<file path="src/rtl/upd_pkg.sv">
// Package for the URL percent decoder: item types, character constants,
// phase encoding and the per-byte helper functions. No dependencies.
package upd_pkg;

	localparam logic [7:0] CH_PLUS    = 8'h2B;
	localparam logic [7:0] CH_PERCENT = 8'h25;
	localparam logic [7:0] CH_SPACE   = 8'h20;

	typedef struct packed {
		logic [7:0] in_byte;
		logic       in_last;
	} in_item_t;

	typedef struct packed {
		logic [7:0] out_byte;
		logic       out_last;
	} out_item_t;

	typedef enum logic [2:0] {
		PH_PLAIN   = 3'b001,
		PH_PERCENT = 3'b010,
		PH_HEX     = 3'b100
	} phase_t;

	// Results of decoding one byte: count (0 to 2) and the results in order.
	typedef struct packed {
		logic [1:0] cnt;
		out_item_t  r0;
		out_item_t  r1;
	} dec_res_t;

	// {is hex digit, digit value}
	function automatic logic [4:0] hex_digit(input logic [7:0] b);
		logic [4:0] r;
		r = 5'd0;
		if (b >= 8'h30 && b <= 8'h39) begin
			r = {1'b1, b[3:0]};
		end else if ((b >= 8'h41 && b <= 8'h46) || (b >= 8'h61 && b <= 8'h66)) begin
			r = {1'b1, b[3:0] + 4'd9};
		end
		return r;
	endfunction

	function automatic logic is_alnum(input logic [7:0] b);
		return (b >= 8'h30 && b <= 8'h39) || (b >= 8'h41 && b <= 8'h5A) ||
			(b >= 8'h61 && b <= 8'h7A);
	endfunction

endpackage

</file>
<file path="src/rtl/url_percent_decoder.sv">
// Top level of the URL percent decoder: input register, escape decoder,
// result queue. Depends on upd_pkg, upd_decode and upd_outq.
//
//  port group | dir | payload            | handshake
//  in         | in  | in_item_t (9 bits) | in_valid / in_stall
//  out        | out | out_item_t (9 bits)| out_valid / out_stall
//
// One byte accepted per cycle while in_stall is low; a result passes through the input
// register and the result queue. A byte with two results sends them in order through
// the single output port of the two-entry queue, which a stalled output can fill.
// Reset clears the escape phase, held digit and all valid state.
// A byte with more results than queue room holds the input register, raising in_stall.
module url_percent_decoder (
	input  logic               clk,
	input  logic               arst_n,
	input  logic               in_valid,
	output logic               in_stall,
	input  upd_pkg::in_item_t  in_data,
	output logic               out_valid,
	input  logic               out_stall,
	output upd_pkg::out_item_t out_data
);
	import upd_pkg::*;

	logic      valid_s1;
	in_item_t  item_s1;
	dec_res_t  res;
	logic [1:0] room;
	logic      move_s1;

	assign move_s1  = valid_s1 && (res.cnt <= room);
	assign in_stall = valid_s1 && !move_s1;

	always_ff @(posedge clk or negedge arst_n) begin
		if (!arst_n) begin
			valid_s1 <= 1'b0;
		end else if (!in_stall) begin
			valid_s1 <= in_valid;
		end
	end

	always_ff @(posedge clk) begin
		if (!in_stall && in_valid) begin
			item_s1 <= in_data;
		end
	end

	upd_decode u_decode (
		.clk     (clk),
		.arst_n  (arst_n),
		.item    (item_s1),
		.advance (move_s1),
		.res     (res)
	);

	upd_outq u_outq (
		.clk       (clk),
		.arst_n    (arst_n),
		.wr        (res),
		.wr_en     (move_s1),
		.room      (room),
		.out_valid (out_valid),
		.out_stall (out_stall),
		.out_data  (out_data)
	);

endmodule

</file>
<file path="src/rtl/upd_decode.sv">
// Escape decoder: phase and held digit registers plus the per-byte decode.
// Depends on upd_pkg.
module upd_decode (
	input  logic             clk,
	input  logic             arst_n,
	input  upd_pkg::in_item_t item,
	input  logic             advance,
	output upd_pkg::dec_res_t res
);
	import upd_pkg::*;

	phase_t     phase_q;
	logic [3:0] nibble_q;
	phase_t     phase_d;
	logic [3:0] nibble_d;
	logic [4:0] hx;
	logic [7:0] b;
	logic       last;

	always_comb begin
		b        = item.in_byte;
		last     = item.in_last;
		hx       = hex_digit(b);
		phase_d  = PH_PLAIN;
		nibble_d = nibble_q;
		res      = '0;
		unique case (phase_q)
			PH_PERCENT: begin
				if (b == CH_PERCENT) begin
					res.cnt = 2'd1;
					res.r0  = '{CH_PERCENT, last};
				end else if (!is_alnum(b)) begin
					res.cnt = 2'd2;
					res.r0  = '{CH_PERCENT, 1'b0};
					res.r1  = '{(b == CH_PLUS) ? CH_SPACE : b, last};
				end else if (hx[4] && !last) begin
					phase_d  = PH_HEX;
					nibble_d = hx[3:0];
				end else begin
					res.cnt = 2'd2;
					res.r0  = '{CH_PERCENT, 1'b0};
					res.r1  = '{b, last};
				end
			end
			PH_HEX: begin
				res.cnt = 2'd1;
				res.r0  = '{hx[4] ? {nibble_q, hx[3:0]} : {4'd0, nibble_q}, last};
			end
			default: begin
				if (b == CH_PLUS) begin
					res.cnt = 2'd1;
					res.r0  = '{CH_SPACE, last};
				end else if (b == CH_PERCENT && !last) begin
					phase_d = PH_PERCENT;
				end else begin
					res.cnt = 2'd1;
					res.r0  = '{b, last};
				end
			end
		endcase
	end

	always_ff @(posedge clk or negedge arst_n) begin
		if (!arst_n) begin
			phase_q  <= PH_PLAIN;
			nibble_q <= 4'd0;
		end else if (advance) begin
			phase_q  <= phase_d;
			nibble_q <= nibble_d;
		end
	end

endmodule

</file>
<file path="src/rtl/upd_outq.sv">
// Two-entry result queue that drives the output channel.
// Takes up to two results per cycle, as far as room allows; depends on upd_pkg.
module upd_outq (
	input  logic              clk,
	input  logic              arst_n,
	input  upd_pkg::dec_res_t wr,
	input  logic              wr_en,
	output logic [1:0]        room,
	output logic              out_valid,
	input  logic              out_stall,
	output upd_pkg::out_item_t out_data
);
	import upd_pkg::*;

	logic [1:0] cnt_q;
	out_item_t  q0_q;
	out_item_t  q1_q;
	logic       pop;
	logic [1:0] rem;
	logic [1:0] add;
	out_item_t  rem0;

	assign out_valid = (cnt_q != 2'd0);
	assign out_data  = q0_q;
	assign pop       = out_valid && !out_stall;
	assign room      = 2'd2 - cnt_q + {1'b0, pop};
	assign rem       = cnt_q - {1'b0, pop};
	assign rem0      = pop ? q1_q : q0_q;
	assign add       = wr_en ? wr.cnt : 2'd0;

	always_ff @(posedge clk or negedge arst_n) begin
		if (!arst_n) begin
			cnt_q <= 2'd0;
		end else begin
			cnt_q <= rem + add;
		end
	end

	always_ff @(posedge clk) begin
		q0_q <= (rem != 2'd0) ? rem0 : wr.r0;
		priority if (rem == 2'd2) begin
			q1_q <= q1_q;
		end else if (rem == 2'd1) begin
			q1_q <= wr.r0;
		end else begin
			q1_q <= wr.r1;
		end
	end

endmodule

</file>
<file path="config.mk">
export PLATFORM = sky130hd
export DESIGN_NAME = url_percent_decoder
export DESIGN_NICKNAME = d
export VERILOG_FILES = /design/src/rtl/upd_pkg.sv /design/src/rtl/url_percent_decoder.sv /design/src/rtl/upd_decode.sv /design/src/rtl/upd_outq.sv
export SDC_FILE = /design/constraint.sdc
export NUM_CORES = 1
export LEC_CHECK = 0
export BUFFER_PORTS_ARGS = -buffer_cell sky130_fd_sc_hd__buf_4
export CORE_MARGIN = 2
export CORE_UTILIZATION = 55
export DETAILED_ROUTE_END_ITERATION = 8
export GPL_TIMING_DRIVEN = 0
export PLACE_DENSITY = 0.73
export SLEW_MARGIN = 30
export SYNTH_ARGS = -nofsm -noshare
export SYNTH_HDL_FRONTEND = slang
export SYNTH_HIERARCHICAL = 1
export SYNTH_SLANG_ARGS = --single-unit
</file>
<file path="constraint.sdc">
create_clock -name clk -period 3.96 [get_ports clk]
set_clock_uncertainty 0.2 [all_clocks]
set_input_delay 0.396 -clock clk [delete_from_list [all_inputs] [get_ports clk]]
set_output_delay 0.396 -clock clk [all_outputs]
set_load 0.005 [all_outputs]
</file>
After elaboration in Yosys (flattened, before gate mapping)
Index checks and enable logic that the tools add are counted.
{"block": "word_totals", "register_bits": 37, "input_bits": 13, "output_inout_bits": 11, "word_cells": 75}
{"block": "op_classes", "n_addsub": 5, "n_lt_le_gt_ge": 9, "eq_ne": 7, "mux": 22, "bitwise_logic": 1, "n_reduce_logical": 21}
{"cell": "$mux 9", "count": 5}
{"cell": "$mux 20", "count": 2}
{"cell": "$le 8x7->1 const B", "count": 4}
{"cell": "$mux 11", "count": 2}
{"cell": "$pmux 11 s2", "count": 1}
{"cell": "$eq 8x6->1 const B", "count": 2}
{"cell": "$ge 8x7->1 const B", "count": 2}
{"cell": "$mux 8", "count": 2}
{"cell": "$mux 3", "count": 4}
{"cell": "$logic_and 1x1->1", "count": 11}
{"cell": "$mux 10", "count": 1}
{"cell": "$mux 5", "count": 2}
{"cell": "$ge 8x6->1 const B", "count": 1}
{"cell": "$le 8x6->1 const B", "count": 1}
{"cell": "$pmux 3 s2", "count": 1}
{"cell": "$reduce_and 5->1", "count": 1}
{"cell": "$add 4x4->4 const B", "count": 1}
{"cell": "$logic_not 1->1", "count": 4}
{"cell": "$mux 2", "count": 2}
{"cell": "$reduce_bool 2->1", "count": 2}
{"cell": "$eq 3x2->1 const B", "count": 1}
{"cell": "$eq 3x3->1 const B", "count": 1}
{"cell": "$logic_or 1x1->1", "count": 3}
{"cell": "$add 2x1->2", "count": 1}
{"cell": "8 further kinds", "count": 8}

Depth between registers and ports, before layout
Gate-level depths: netlist of run 1.
{"block": "depth", "depth_word": 16, "depth_mapped": 14, "depth_no_buf": 14}

Modules after synthesis
The synthesis of run 1 kept the hierarchy.
{"module": "upd_decode", "instances": 1, "cells_per_inst": 115, "area_each_um2": 958.4, "seq_area_each_um2": 176.4}
{"module": "upd_outq", "instances": 1, "cells_per_inst": 59, "area_each_um2": 935.9, "seq_area_each_um2": 590.6}
{"module": "url_percent_decoder", "instances": 1, "cells_per_inst": 22, "area_each_um2": 385.4, "seq_area_each_um2": 295.3}

Worst setup path after synthesis of run 1
No wires, ideal clock.
{"block": "synth_timing", "path_type": "register -> register", "startpoint": "register item_s1[1] (netlist name)", "endpoint": "register u_decode.nibble_q[0]", "setup_time_ns": 0.125, "arrival_ns": 2.999, "t_required_ns": 3.635, "setup_slack_ns": 0.636, "path_stages_with_launch": 14, "n_path_buf": 1, "period_less_slack_ns": 3.324, "cell_sequence": "edfxtp_1 -> inv_1 -> ha_1 -> nand2b_1 -> o21ai_1 -> o21bai_4 -> a21boi_2 -> ha_1 -> nor2b_4 -> o21ai_0 -> and2_1 -> and4_4 -> buf_6 -> mux2_4"}
{"element": "from (decl)", "line": "url_percent_decoder.sv:26", "text": "in_item_t item_s1;"}
{"element": "from (signal assigned)", "line": "url_percent_decoder.sv:44", "text": "item_s1 <= in_data;"}
{"element": "to (signal assigned)", "line": "upd_decode.sv:69", "text": "nibble_q <= nibble_d;"}
{"element": "to (decl)", "line": "upd_decode.sv:13", "text": "logic [3:0] nibble_q;"}

==> reports/qor_table.md, run 1 <==
| Stage | Quantity | This run |
|:---|:---|:---|
| final layout | Fraction of layout instances using a drive strength above 1 | 0.320 |
| floorplanning | Width of the chip | 68.4 um |
| synthesis | Number of unique standard cell types used by synthesis | 55 |
| floorplanning | Overall die height | 68.4 um |
| sta | Final Hold Violating Endpoints | 0 |
| power and ir drop | Leak Pwr | 1.11 nW |
| global routing | GRT Overall Usage | 0.204 |
| synthesis | Nets in the synthesized netlist | 217 |
| sta | Unrepaired setup endpoints after global routing | no |
| detailed routing | DR WL/cell | 15.3 um |
| synthesis | #FFs+latches synth | 37 |
| cts | TritonCTS clock tree | done |
| synthesis | Post-synth EDFFs | 27 |
| synthesis | Cell area after technology mapping | 0.00228 mm2 |
| final layout | Register area | 0.00106 mm2 |
| place | Estimated wirelength of the detail-placed design | 3.20 mm |
| place | Placed cell areas | 0.00251 mm2 |
| sta | Min setup slack post-route | 0.323 ns |
| floorplanning | Row count | 23 |
| synthesis | Syn Area/Cell | 11.6 um2 |
| place | Placer's final routability congestion estimate | 0.899 |
| detailed routing | DR vias/cell | 5.71 |
| final layout | Final Util | 0.655 |
| setup path | Capturing instance or port of the critical path | u_decode/nibble_q[3]$_DFFE_PN0P_ |
| floorplanning | Boundary pin count | 24 |
| setup path | Launch instance of the worst register-to-register path | item_s1[2]$_DFFE_PP_ |
| final layout | Count of fill cells added during filler insertion | 311 |
| place | Port Buffer Count | 23 |
| cts | Clock-pin slew reported for the worst setup and hold paths after clock tree synthesis | 0.07 ns |
| synthesis | Yosys warnings | 6 |
| final layout | Post-route cell area | 0.00262 mm2 |
| setup path | Setup slack of the most critical reg-to-reg path | 0.32 ns |
| synthesis | Asr flop ratio synth | 0.270 |
| synthesis | Sequential area share after synthesis | 0.466 |
| cts | Library cell used as clock root buffer | clkbuf_8 |
| setup path | Most frequent CP cell | ha_1 |
| detailed routing | Number of nets with antenna violations after detailed routing | 0 |
| cts | Max H-tree Level | 2 |
| final layout | Final net count | 248 |
| synthesis | Synthesized instance count | 196 |
| global routing | Via count of the first global-routing pass | 1446 |
| setup path | Setup crit start kind | flip-flop |
| setup path | Number of cells on the worst reg-to-reg path | 13 |
| setup path | Kind of capture point of the worst setup path | flip-flop |
| power and ir drop | Final Power | 1.86 mW |
| setup path | Worst path cell trace | inv_1 -> ha_1 -> o21bai_1 -> a21oi_4 -> o21bai_4 -> a21boi_4 -> ha_1 -> nor2b_4 -> o21ai_0 -> and2_2 -> and4_4 -> buf_6 -> mux2_4 |
| setup path | Crit path arrival time | 3.61 ns |
| setup path | Crit path required time | 3.93 ns |
| power and ir drop | Maximum resistive drop on vdd | 0.424 mV |
| setup path | Cell with the largest stage delay on the worst path | edfxtp_1 |
| hold path | Kind of path behind the tightest hold check | primary input to flip-flop |
| setup path | Peak per-stage delay on the critical path | 0.50 ns |
| sta | F_max | 0.275 GHz |
| final layout | Non-filler instance count after layout | 278 |
| detailed routing | Routed wire length | 4.24 mm |
| job | Count of max-cap constraint violations | 0 |
| run status | Status | completed |
| final layout | P&R area growth vs syn | 14.9% |
| setup path | Critical Path Source | item_s1[2]$_DFFE_PP_ |
| synthesis | Top FF cell, synth | edfxtp_1 |
| sta | Period utilization | 0.918 |
| cts | Clock buffers created by TritonCTS | 5 |
| sta | Hold_ws | 0.0824 ns |
| sta | Total negative slack | 0 ns |
| sta | Worst Max-Slew Pin Slew | 0.457 ns |
| setup path | R2R Path End | u_decode/nibble_q[3]$_DFFE_PN0P_ |
| sta | Total of endpoints with negative setup slack in the final report | 0 |
| setup path | Critical path peak fanout | 11 |
| place | Cell Count Post-Placement | 269 |
| detailed routing | Drt first pass iters | 4 |
| floorplanning | Initial core utilization | 0.570 |
| cts | TritonCTS Sinks | 37 |
| global routing | Initial antenna violation count | 0 |
| power and ir drop | PD cells | 709 mW/mm2 |
| place | Worst setup timing slack at the placement stage | 0.163 ns |
| final layout | Multi-input logic area | 0.00115 mm2 |
| sta | Max transition margin | 0.695 |
| sta | Final slew viol count | 0 |
| cts | Number of buffers on the longest clock path | 2 |
| global routing | Pin count of the biggest net entering global routing | 12 |
| detailed routing | Vias | 1588 |
| global routing | Wire length of the first global-routing pass | 6.97 mm |
| global routing | Grt total ovfl | 0 |
| sta | Final critical path time including I/O delays and setup | 3.64 ns |
| floorplanning | Die Area | 0.00468 mm2 |
| setup path | Worst setup path class | flip-flop to flip-flop |
| final layout | Number of antenna diodes | 0 |
| floorplanning | Area of the placeable core | 0.00400 mm2 |
| cts | Clock insertion delay at the later pin of the skew report | 0.29 ns |
| detailed routing | DRC violation count after routing | 0 |
| detailed routing | Starting DRC count in detailed routing | 111 |
layer usage:
layer / vias up / part of all wire / global-route usage
li1: 784 / - / -
met1: 741 / 0.45 / 0.270
met2: 59 / 0.49 / 0.321
met3: 4 / 0.049 / 0.0510
met4: 0 / 0.0099 / 0.0750
met5: - / 0 / 0
worst min-delay path by stage:
stage,from,to,cells after the start
final,in_data[4],item_s1[4]$_DFFE_PP_,1
after global routing,in_data[7],item_s1[7]$_DFFE_PP_,1
after CTS,in_data[5],item_s1[5]$_DFFE_PP_,1
after detailed placement,arst_n,u_decode/nibble_q[1]$_DFFE_PN0P_,1
after global placement,arst_n,u_decode/nibble_q[1]$_DFFE_PN0P_,1
after floorplan,arst_n,u_decode/nibble_q[0]$_DFFE_PN0P_,0
what timing repair did:
action	in CTS	in global routing
hold buffers	1	0
gates resized for setup	0	3
setup endpoints to repair	0	4
endpoints found under the hold margin	10	0
setup buffers	0	0
area by class of cell:
type | instances | area share
multi-input combinational | 142 | 0.440
sequential | 37 | 0.405
timing repair buffer | 24 | 0.0697
clock buffer | 6 | 0.0277
tap | 50 | 0.0239
inverter | 12 | 0.0172
buffer | 5 | 0.0119
clock inverter | 2 | 0.00382
flip-flops by register name (all words and copies together), names as in the netlist:
register,cells
item_s1,9
u_decode/nibble_q,4
u_decode/phase_q,3
u_outq/cnt_q,2
u_outq/out_data,9
u_outq/q1_q,9
valid_s1,1
kinds of logic after synthesis:
| family | Yosys count | synth area share |
|---|---|---|
| buffers and inverters | 17 | 0.0335 |
| muxes | 26 | 0.131 |
| and+or+nand+nor | 63 | 0.168 |
| AOI/OAI and AO/OA | 39 | 0.134 |
| adders and majority gates | 8 | 0.0439 |
| xor gates and xnor gates | 6 | 0.0231 |
| DFF | 37 | 0.466 |
cells in the mapped netlist, drive strengths merged (3+ instances only):
library cell,instances,area [um2]
nor2b,5,38.8
o21ai,6,30.0
edfxtp,27,811
a22o,5,43.8
xnor2,4,35.0
mux2,22,259
ha,8,100
inv,12,45.0
and2,10,62.6
nand2,17,68.8
a21o,3,22.5
mux2i,4,40.0
nor2,11,43.8
nand2b,4,25.0
dfrtp,9,225
a21oi,7,46.3
o211ai,4,35.0
buf,3,23.8
o21bai,3,33.8
power breakdown:
| part | switching, mW | total [mW] | internal [mW] | leakage, nW |
|---|---|---|---|---|
| combinational | 0.456 | 0.882 | 0.426 | 0.666 |
| clock | 0.129 | 0.251 | 0.122 | 0.0450 |
| sequential | 0.0811 | 0.725 | 0.644 | 0.399 |
| total | 0.666 | 1.86 | 1.19 | 1.11 |
cell usage in the layout (no fill, tap or decap), types with 2 or more instances in the layout:
cell type,Yosys,final
nor2b_1,4,4
buf_4,1,24
ha_1,8,8
clkbuf_8,0,5
and2_1,10,9
mux2_4,3,3
and3_1,2,2
nand2_1,15,15
clkinv_2,0,2
mux2i_1,4,4
a21o_1,3,3
dfrtp_1,9,9
xnor2_1,4,4
nor2_1,10,10
a21oi_1,6,6
nor4b_2,2,2
o211ai_1,3,3
nand2_2,2,2
o21bai_1,2,2
nand2b_1,4,4
a22o_1,5,5
or2_2,2,2
xor2_1,2,2
clkbuf_1,2,3
nand3_1,2,2
mux2_2,19,19
o21ai_0,5,5
edfxtp_1,27,27
inv_1,12,12
critical path, delay by kind of cell (launching register included):
family	cells	cell delay, ns
AOI/OAI and AO/OA	5	1.06
buffers and inverters	2	0.26
adders and majority gates	2	0.58
muxes	1	0.30
DFF	1	0.50
and+or+nand+nor	3	0.62
Power figures use the tool's default switching activity.
==> run 2: changes to the inputs <==
--- a/config.mk
+++ b/config.mk
@@ -5,7 +5,9 @@
 export SDC_FILE = /design/constraint.sdc
 export NUM_CORES = 1
 export LEC_CHECK = 0
+export ABC_AREA = 1
 export BUFFER_PORTS_ARGS = -buffer_cell sky130_fd_sc_hd__buf_4
+export CAP_MARGIN = 5
 export CORE_MARGIN = 2
 export CORE_UTILIZATION = 55
 export DETAILED_ROUTE_END_ITERATION = 8
==> constraint.sdc (replaced) <==
create_clock -name clk -period 4.7 [get_ports clk]
set_clock_uncertainty 0.2 [all_clocks]
set_input_delay 0.47 -clock clk [delete_from_list [all_inputs] [get_ports clk]]
set_output_delay 0.47 -clock clk [all_outputs]
set_load 0.005 [all_outputs]
==> reports/qor_table.md, run 2 <==
| Stage | Quantity | This run |
|:---|:---|:---|
| hold path | Endpoint with the worst hold slack | item_s1[0]$_DFFE_PP_ |
| final layout | Fraction of layout instances using a drive strength above 1 | 0.255 |
| cts | Hold buffer count at CTS | 1 |
| power and ir drop | PD cells | 599 mW/mm2 |
| sta | Final critical path time including I/O delays and setup | 3.46 ns |
| synthesis | Leading cell types by total area after synthesis | edfxtp_1 34%, nand2_1 11%, dfrtp_1 9.4% |
| global routing | GRT Overall Usage | 0.201 |
| setup path | Number of cells on the worst reg-to-reg path | 19 |
| global routing | Initial antenna violation count | 0 |
| setup path | Worst setup path class | flip-flop to flip-flop |
| detailed routing | Drt first pass iters | 4 |
| place | Estimated wirelength of the detail-placed design | 3.64 mm |
| hold path | Startpoint of the most critical hold path | in_data[0] |
| sta | Period utilization | 0.735 |
| hold path | Hold path depth | 1 |
| place | Placer's final routability congestion estimate | 0.902 |
| synthesis | Nets in the synthesized netlist | 299 |
| sta | Max transition margin | 0.610 |
| setup path | Crit path arrival time | 3.48 ns |
| final layout | Commonest non-fill, non-tap cell in the layout | nand2_1 |
| detailed routing | DR WL/cell | 12.5 um |
| setup path | Setup crit start kind | flip-flop |
| job | Count of max-cap constraint violations | 0 |
| final layout | Number of antenna diodes | 0 |
| final layout | Commonest cells after routing, fill and taps aside | 68 x nand2_1, 44 x inv_1, 29 x nand3_1, 27 x edfxtp_1, 23 x buf_4 |
| synthesis | Post-synth EDFFs | 27 |
| final layout | Register area | 0.00106 mm2 |
| synthesis | Synthesized instance count | 278 |
| power and ir drop | Leak Pwr | 1.34 nW |
| final layout | Final net count | 330 |
| synthesis | Top FF cell, synth | edfxtp_1 |
| cts | Post-CTS Setup Repair Bufs | 0 |
| cts | Clock-pin slew reported for the worst setup and hold paths after clock tree synthesis | 0.07 ns |
| sta | Worst Max-Slew Pin Slew | 0.585 ns |
| synthesis | Syn Area/Cell | 8.66 um2 |
| place | Port Buffer Count | 23 |
| detailed routing | DR vias/cell | 5.00 |
| final layout | Multi-input logic area | 0.00111 mm2 |
| detailed routing | Routed wire length | 4.53 mm |
| sta | F_max | 0.289 GHz |
| sta | Total of endpoints with negative setup slack in the final report | 0 |
| setup path | Critical path peak fanout | 10 |
| cts | Max H-tree Level | 2 |
| floorplanning | Overall die height | 70.2 um |
| synthesis | List of most frequent post-synthesis cells | 68 x nand2_1, 44 x inv_1, 29 x nand3_1, 27 x edfxtp_1, 19 x nor2_1 |
| synthesis | Number of unique standard cell types used by synthesis | 29 |
| floorplanning | Initial core utilization | 0.561 |
| floorplanning | Width of the chip | 70.2 um |
| setup path | Kind of capture point of the worst setup path | flip-flop |
| sta | Final Hold Violating Endpoints | 0 |
| cts | Number of buffers on the longest clock path | 2 |
| place | Placed cell areas | 0.00265 mm2 |
| cts | TritonCTS Sinks | 37 |
| synthesis | #FFs+latches synth | 37 |
| synthesis | Sequential area share after synthesis | 0.441 |
| setup path | Crit path required time | 4.72 ns |
| setup path | Setup slack of the most critical reg-to-reg path | 1.24 ns |
| final layout | Non-filler instance count after layout | 362 |
| global routing | Wire length of the first global-routing pass | 7.78 mm |
| synthesis | Share of the synthesized area in the top cell type | 0.337 |
| sta | Unrepaired setup endpoints after global routing | no |
| synthesis | Largest area contributor in the netlist | edfxtp_1 |
| place | Cell Count Post-Placement | 353 |
| floorplanning | Boundary pin count | 24 |
| synthesis | Asr flop ratio synth | 0.270 |
| sta | Min setup slack post-route | 1.24 ns |
| global routing | Pin count of the biggest net entering global routing | 13 |
| sta | Total negative slack | 0 ns |
| synthesis | Most repeated cell in the gate-level netlist after synthesis | nand2_1 |
| synthesis | Cell area after technology mapping | 0.00241 mm2 |
| cts | Clock insertion delay at the later pin of the skew report | 0.29 ns |
| cts | Number of instances resized during post-cts repair | 0 |
| setup path | Launch instance of the worst register-to-register path | item_s1[1]$_DFFE_PP_ |
| run status | Status | completed |
| detailed routing | DRC violation count after routing | 0 |
| sta | Final slew viol count | 0 |
| global routing | Via count of the first global-routing pass | 1746 |
| detailed routing | Number of nets with antenna violations after detailed routing | 0 |
| cts | Clock buffers created by TritonCTS | 5 |
| final layout | P&R area growth vs syn | 15.9% |
| floorplanning | Row count | 24 |
| cts | TritonCTS clock tree | done |
| sta | Hold_ws | 0.159 ns |
| cts | Library cell used as clock root buffer | clkbuf_8 |
| final layout | Count of fill cells added during filler insertion | 380 |
| final layout | Post-route cell area | 0.00279 mm2 |
| power and ir drop | Maximum resistive drop on vdd | 0.329 mV |
| detailed routing | Starting DRC count in detailed routing | 80 |
| place | Worst setup timing slack at the placement stage | 1.29 ns |
| setup path | R2R Path End | u_decode/nibble_q[1]$_DFFE_PN0P_ |
| floorplanning | Die Area | 0.00492 mm2 |
| floorplanning | Area of the placeable core | 0.00429 mm2 |
| synthesis | Yosys warnings | 6 |
| global routing | Grt total ovfl | 0 |
| detailed routing | Vias | 1811 |
| hold path | Kind of path behind the tightest hold check | primary input to flip-flop |
run 2: layout make-up:
cell class | count | share of cell area
tap | 52 | 0.0233
buffer | 3 | 0.0166
clock buffer | 5 | 0.0247
multi-input combinational | 187 | 0.397
clock inverter | 3 | 0.0233
timing repair buffer | 24 | 0.0655
sequential | 37 | 0.381
inverter | 51 | 0.0686
run 2: layer usage:
layer | wire length [um] | global-route usage | up-vias
met5 | 0 | 0 | -
met4 | 14 | 0.0556 | 0
met3 | 174 | 0.0519 | 2
met2 | 2300 | 0.354 | 35
met1 | 2040 | 0.241 | 808
li1 | - | - | 966
run 2: how the worst max path moves through the flow:
stage | from | to | cells after the start
floorplan | item_s1[1]$_DFFE_PP_ | u_decode/nibble_q[3]$_DFFE_PN0P_ | 18
global placement | item_s1[1]$_DFFE_PP_ | u_decode/nibble_q[1]$_DFFE_PN0P_ | 19
detailed placement | item_s1[1]$_DFFE_PP_ | u_decode/nibble_q[1]$_DFFE_PN0P_ | 19
CTS | item_s1[1]$_DFFE_PP_ | u_decode/nibble_q[1]$_DFFE_PN0P_ | 19
global route | item_s1[1]$_DFFE_PP_ | u_decode/nibble_q[1]$_DFFE_PN0P_ | 19
finish | item_s1[1]$_DFFE_PP_ | u_decode/nibble_q[1]$_DFFE_PN0P_ | 19
run 2: worst max-delay path: stages (launching register included):
cell and delay [ns]:
edfxtp_1 0.47, inv_1 0.20, ha_1 0.22, nor2_1 0.06, nand2_1 0.12, nand3_4 0.16, nand2_8 0.15, nand2_4 0.09
nand2_4 0.11, inv_1 0.07, ha_1 0.30, nand2_1 0.08, nand2_2 0.06, a21oi_1 0.47, inv_1 0.11, nor2_2 0.21
inv_2 0.06, nor2_4 0.12, nand2_1 0.06, nand2_1 0.08
run 2: logic make-up (layout without fill, tap and decap cells):
group	after synthesis	in the layout	share of synthesized area
AO/OA/AOI/OAI	32	32	0.0946
buffers and inverters	54	86	0.0988
AND/OR/NAND/NOR	145	145	0.317
adder cells (fa/ha/maj)	8	8	0.0416
XOR/XNOR	2	2	0.00728
flip-flops	37	37	0.441
run 2: power by group:
group	total, mW	internal, mW	switching [mW]	leakage [nW]
registers	0.573	0.522	0.0506	0.408
clock network	0.320	0.211	0.109	0.0681
logic	0.778	0.297	0.481	0.866
run 2: metrics by stage:
stage	util	power [mW]
after floorplan	-	1.16
after global placement	0.616	1.34
after detailed placement	0.616	1.36
after CTS	0.649	1.69
after global routing	0.649	1.80
final	0.649	1.67
==> run 3: changes to the inputs <==
--- a/config.mk
+++ b/config.mk
@@ -5,7 +5,7 @@
 export SDC_FILE = /design/constraint.sdc
 export NUM_CORES = 1
 export LEC_CHECK = 0
-export ABC_AREA = 1
+export ABC_AREA = 0
 export BUFFER_PORTS_ARGS = -buffer_cell sky130_fd_sc_hd__buf_4
 export CAP_MARGIN = 5
 export CORE_MARGIN = 2
==> constraint.sdc (replaced) <==
create_clock -name clk -period 3.2 [get_ports clk]
set_clock_uncertainty 0.2 [all_clocks]
set_input_delay 0.32 -clock clk [delete_from_list [all_inputs] [get_ports clk]]
set_output_delay 0.32 -clock clk [all_outputs]
set_load 0.005 [all_outputs]
==> reports/qor_table.md, run 3 (synthesized netlist as in run 1, its figures left out) <==
| Stage | Quantity | This run |
|:---|:---|:---|
| final layout | Fraction of layout instances using a drive strength above 1 | 0.396 |
| detailed routing | Routed wire length | 4.81 mm |
| place | Worst setup timing slack at the placement stage | -0.396 ns |
| detailed routing | Drt first pass iters | 4 |
| place | Port Buffer Count | 23 |
| final layout | Commonest non-fill, non-tap cell in the layout | buf_4 |
| global routing | Grt total ovfl | 0 |
| power and ir drop | Switching Share | 0.346 |
| final layout | Commonest cells after routing, fill and taps aside | 42 x buf_4, 27 x edfxtp_1, 19 x mux2_2, 15 x nand2_1, 11 x inv_1 |
| setup path | Cell with the largest stage delay on the worst path | edfxtp_1 |
| sta | Total of endpoints with negative setup slack in the final report | 0 |
| final layout | Multi-input logic area | 0.00120 mm2 |
| floorplanning | Initial core utilization | 0.570 |
| detailed routing | DR WL/cell | 16.0 um |
| hold path | Kind of path behind the tightest hold check | primary input to flip-flop |
| floorplanning | Overall die height | 68.4 um |
| sta | Final slew viol count | 0 |
| cts | Clock buffers created by TritonCTS | 5 |
| floorplanning | Die Area | 0.00468 mm2 |
| global routing | GRT Overall Usage | 0.217 |
| sta | Final Hold Violating Endpoints | 0 |
| final layout | Final Util | 0.717 |
| cts | Max H-tree Level | 2 |
| setup path | Crit path required time | 3.18 ns |
| job | Count of max-cap constraint violations | 0 |
| detailed routing | DR vias/cell | 5.66 |
| cts | Clock insertion delay at the later pin of the skew report | 0.29 ns |
| setup path | Setup crit start kind | flip-flop |
| setup path | CP delay by family, top | simple AND/OR/NAND/NOR gates |
| cts | TritonCTS clock tree | done |
| sta | F_max | 0.318 GHz |
| global routing | Pin count of the biggest net entering global routing | 13 |
| power and ir drop | Maximum resistive drop on vdd | 0.443 mV |
| floorplanning | Area of the placeable core | 0.00400 mm2 |
| setup path | Buffers & Inverters on Critical Path | 1 |
| place | Placer's final routability congestion estimate | 0.917 |
| final layout | P&R area growth vs syn | 25.8% |
| cts | Clock-pin slew reported for the worst setup and hold paths after clock tree synthesis | 0.07 ns |
| power and ir drop | Combinational group share of total power | 0.502 |
| sta | Worst Max-Slew Pin Slew | 0.458 ns |
| setup path | Critical path peak fanout | 6 |
| detailed routing | Starting DRC count in detailed routing | 118 |
| setup path | Kind of capture point of the worst setup path | flip-flop |
| floorplanning | Row count | 23 |
| global routing | Via count of the first global-routing pass | 1544 |
| cts | Library cell used as clock root buffer | clkbuf_8 |
| setup path | Worst setup path class | flip-flop to flip-flop |
| final layout | Number of antenna diodes | 0 |
| detailed routing | DRC violation count after routing | 0 |
| sta | Min setup slack post-route | 0.0528 ns |
| setup path | Most frequent CP cell | ha_1 |
| detailed routing | Vias | 1697 |
| setup path | Peak per-stage delay on the critical path | 0.43 ns |
| setup path | Worst path cell trace | inv_2 -> ha_1 -> nor2b_1 -> a211oi_2 -> o21bai_4 -> a21boi_4 -> ha_1 -> nor2b_4 -> o21ai_1 -> and2_4 -> and4_4 -> mux2_4 |
| cts | TritonCTS Sinks | 37 |
| place | Estimated wirelength of the detail-placed design | 3.11 mm |
| power and ir drop | Fraction of power consumed by sequential logic | 0.342 |
| final layout | Final net count | 270 |
| cts | Number of buffers on the longest clock path | 2 |
| global routing | Initial antenna violation count | 0 |
| sta | Total negative slack | 0 ns |
| detailed routing | Number of nets with antenna violations after detailed routing | 0 |
| power and ir drop | PD cells | 898 mW/mm2 |
| final layout | Count of fill cells added during filler insertion | 263 |
| run status | Status | completed |
| power and ir drop | Switching pwr | 0.892 mW |
| power and ir drop | Clock network fraction of total power | 0.156 |
| sta | Max transition margin | 0.694 |
| sta | Final critical path time including I/O delays and setup | 3.15 ns |
| power and ir drop | Leak Pwr | 1.23 nW |
| floorplanning | Width of the chip | 68.4 um |
| setup path | Setup slack of the most critical reg-to-reg path | 0.05 ns |
| power and ir drop | Internal Power | 1.68 mW |
| global routing | Wire length of the first global-routing pass | 7.41 mm |
| sta | Period utilization | 0.983 |
| floorplanning | Boundary pin count | 24 |
| setup path | Crit path arrival time | 3.13 ns |
| final layout | Register area | 0.00106 mm2 |
-- run 3: cell types whose count changed in the layout (fill, tap and decap cells not counted), sizes merged, moves of 5 or more --
cell | before | now
nor2b | 0 | 5
and2 | 0 | 10
dlygate4sd3 | 1 | 6
inv | 49 | 12
buf | 26 | 43
a22o | 0 | 5
o21ai | 25 | 6
nand3 | 35 | 2
nor2 | 23 | 11
nand2 | 79 | 17
mux2 | 0 | 22
-- run 3: worst reg2reg max path: cells and delay by family (launching register included) --
kind,cells,cell delay [ns]
simple gates,4,0.78
compound gates,4,0.75
fa+ha+maj,2,0.47
flops,1,0.43
mux,1,0.31
buf+inv,1,0.10
-- run 3: power groups by stage --
stage,registers [mW],logic [mW],clock network [mW]
finish,0.882,1.29,0.401
floorplan,0.887,0.804,0
global placement,0.897,1.05,0
global route,0.908,1.43,0.432
detailed placement,0.903,1.09,0
CTS,0.873,1.19,0.401
-- run 3: stage by stage --
| stage | cells | hold slack (ns) | power (mW) | area, um2 |
|---|---|---|---|---|
| CTS | 290 | 0.000619 | 2.46 | 2750 |
| global placement | 269 | -0.0337 | 1.95 | 2530 |
| global route | 300 | 0.00126 | 2.77 | 2870 |
| finish | 300 | 0.00166 | 2.58 | 2870 |
| detailed placement | 269 | -0.0310 | 1.99 | 2530 |
| floorplan | 196 | -0.176 | 1.69 | 2290 |
-- run 3: worst paths after layout --
kind	startpoint	end	depth (start not counted)
max in group asynchronous	arst_n	u_decode/phase_q[0]$_DFFE_PN1P_	2
worst max register to register	item_s1[1]$_DFFE_PP_	u_decode/nibble_q[2]$_DFFE_PN0P_	12
min in group asynchronous	arst_n	u_decode/nibble_q[0]$_DFFE_PN0P_	2
worst max-delay path	item_s1[1]$_DFFE_PP_	u_decode/nibble_q[2]$_DFFE_PN0P_	12
worst min register to register	u_decode/nibble_q[2]$_DFFE_PN0P_	u_decode/nibble_q[2]$_DFFE_PN0P_	1
worst min-delay path	in_data[2]	item_s1[2]$_DFFE_PP_	1
-- run 3: repair_timing --
action,in CTS,in global routing
buffers inserted,12,6
hold buffers,1,5
resized for setup,5,8
endpoints found under the setup margin,16,15
endpoints found under the hold margin,10,5
pin swaps,4,7
-- run 3: routing by layer --
layer	vias to the layer above	global-route usage	share of wire
met3	12	0.0510	0.051
li1	818	-	-
met4	0	0.0775	0.021
met5	-	0	0
met2	57	0.349	0.50
met1	810	0.284	0.42
-- run 3: final cells by class --
cell class,count,area share
Sequential cell,37,0.370
Clock buffer,5,0.0240
Clock inverter,3,0.0144
Multi-Input combinational cell,142,0.418
Buffer,4,0.00698
Timing Repair Buffer,47,0.128
Inverter,12,0.0157
Tap cell,50,0.0218
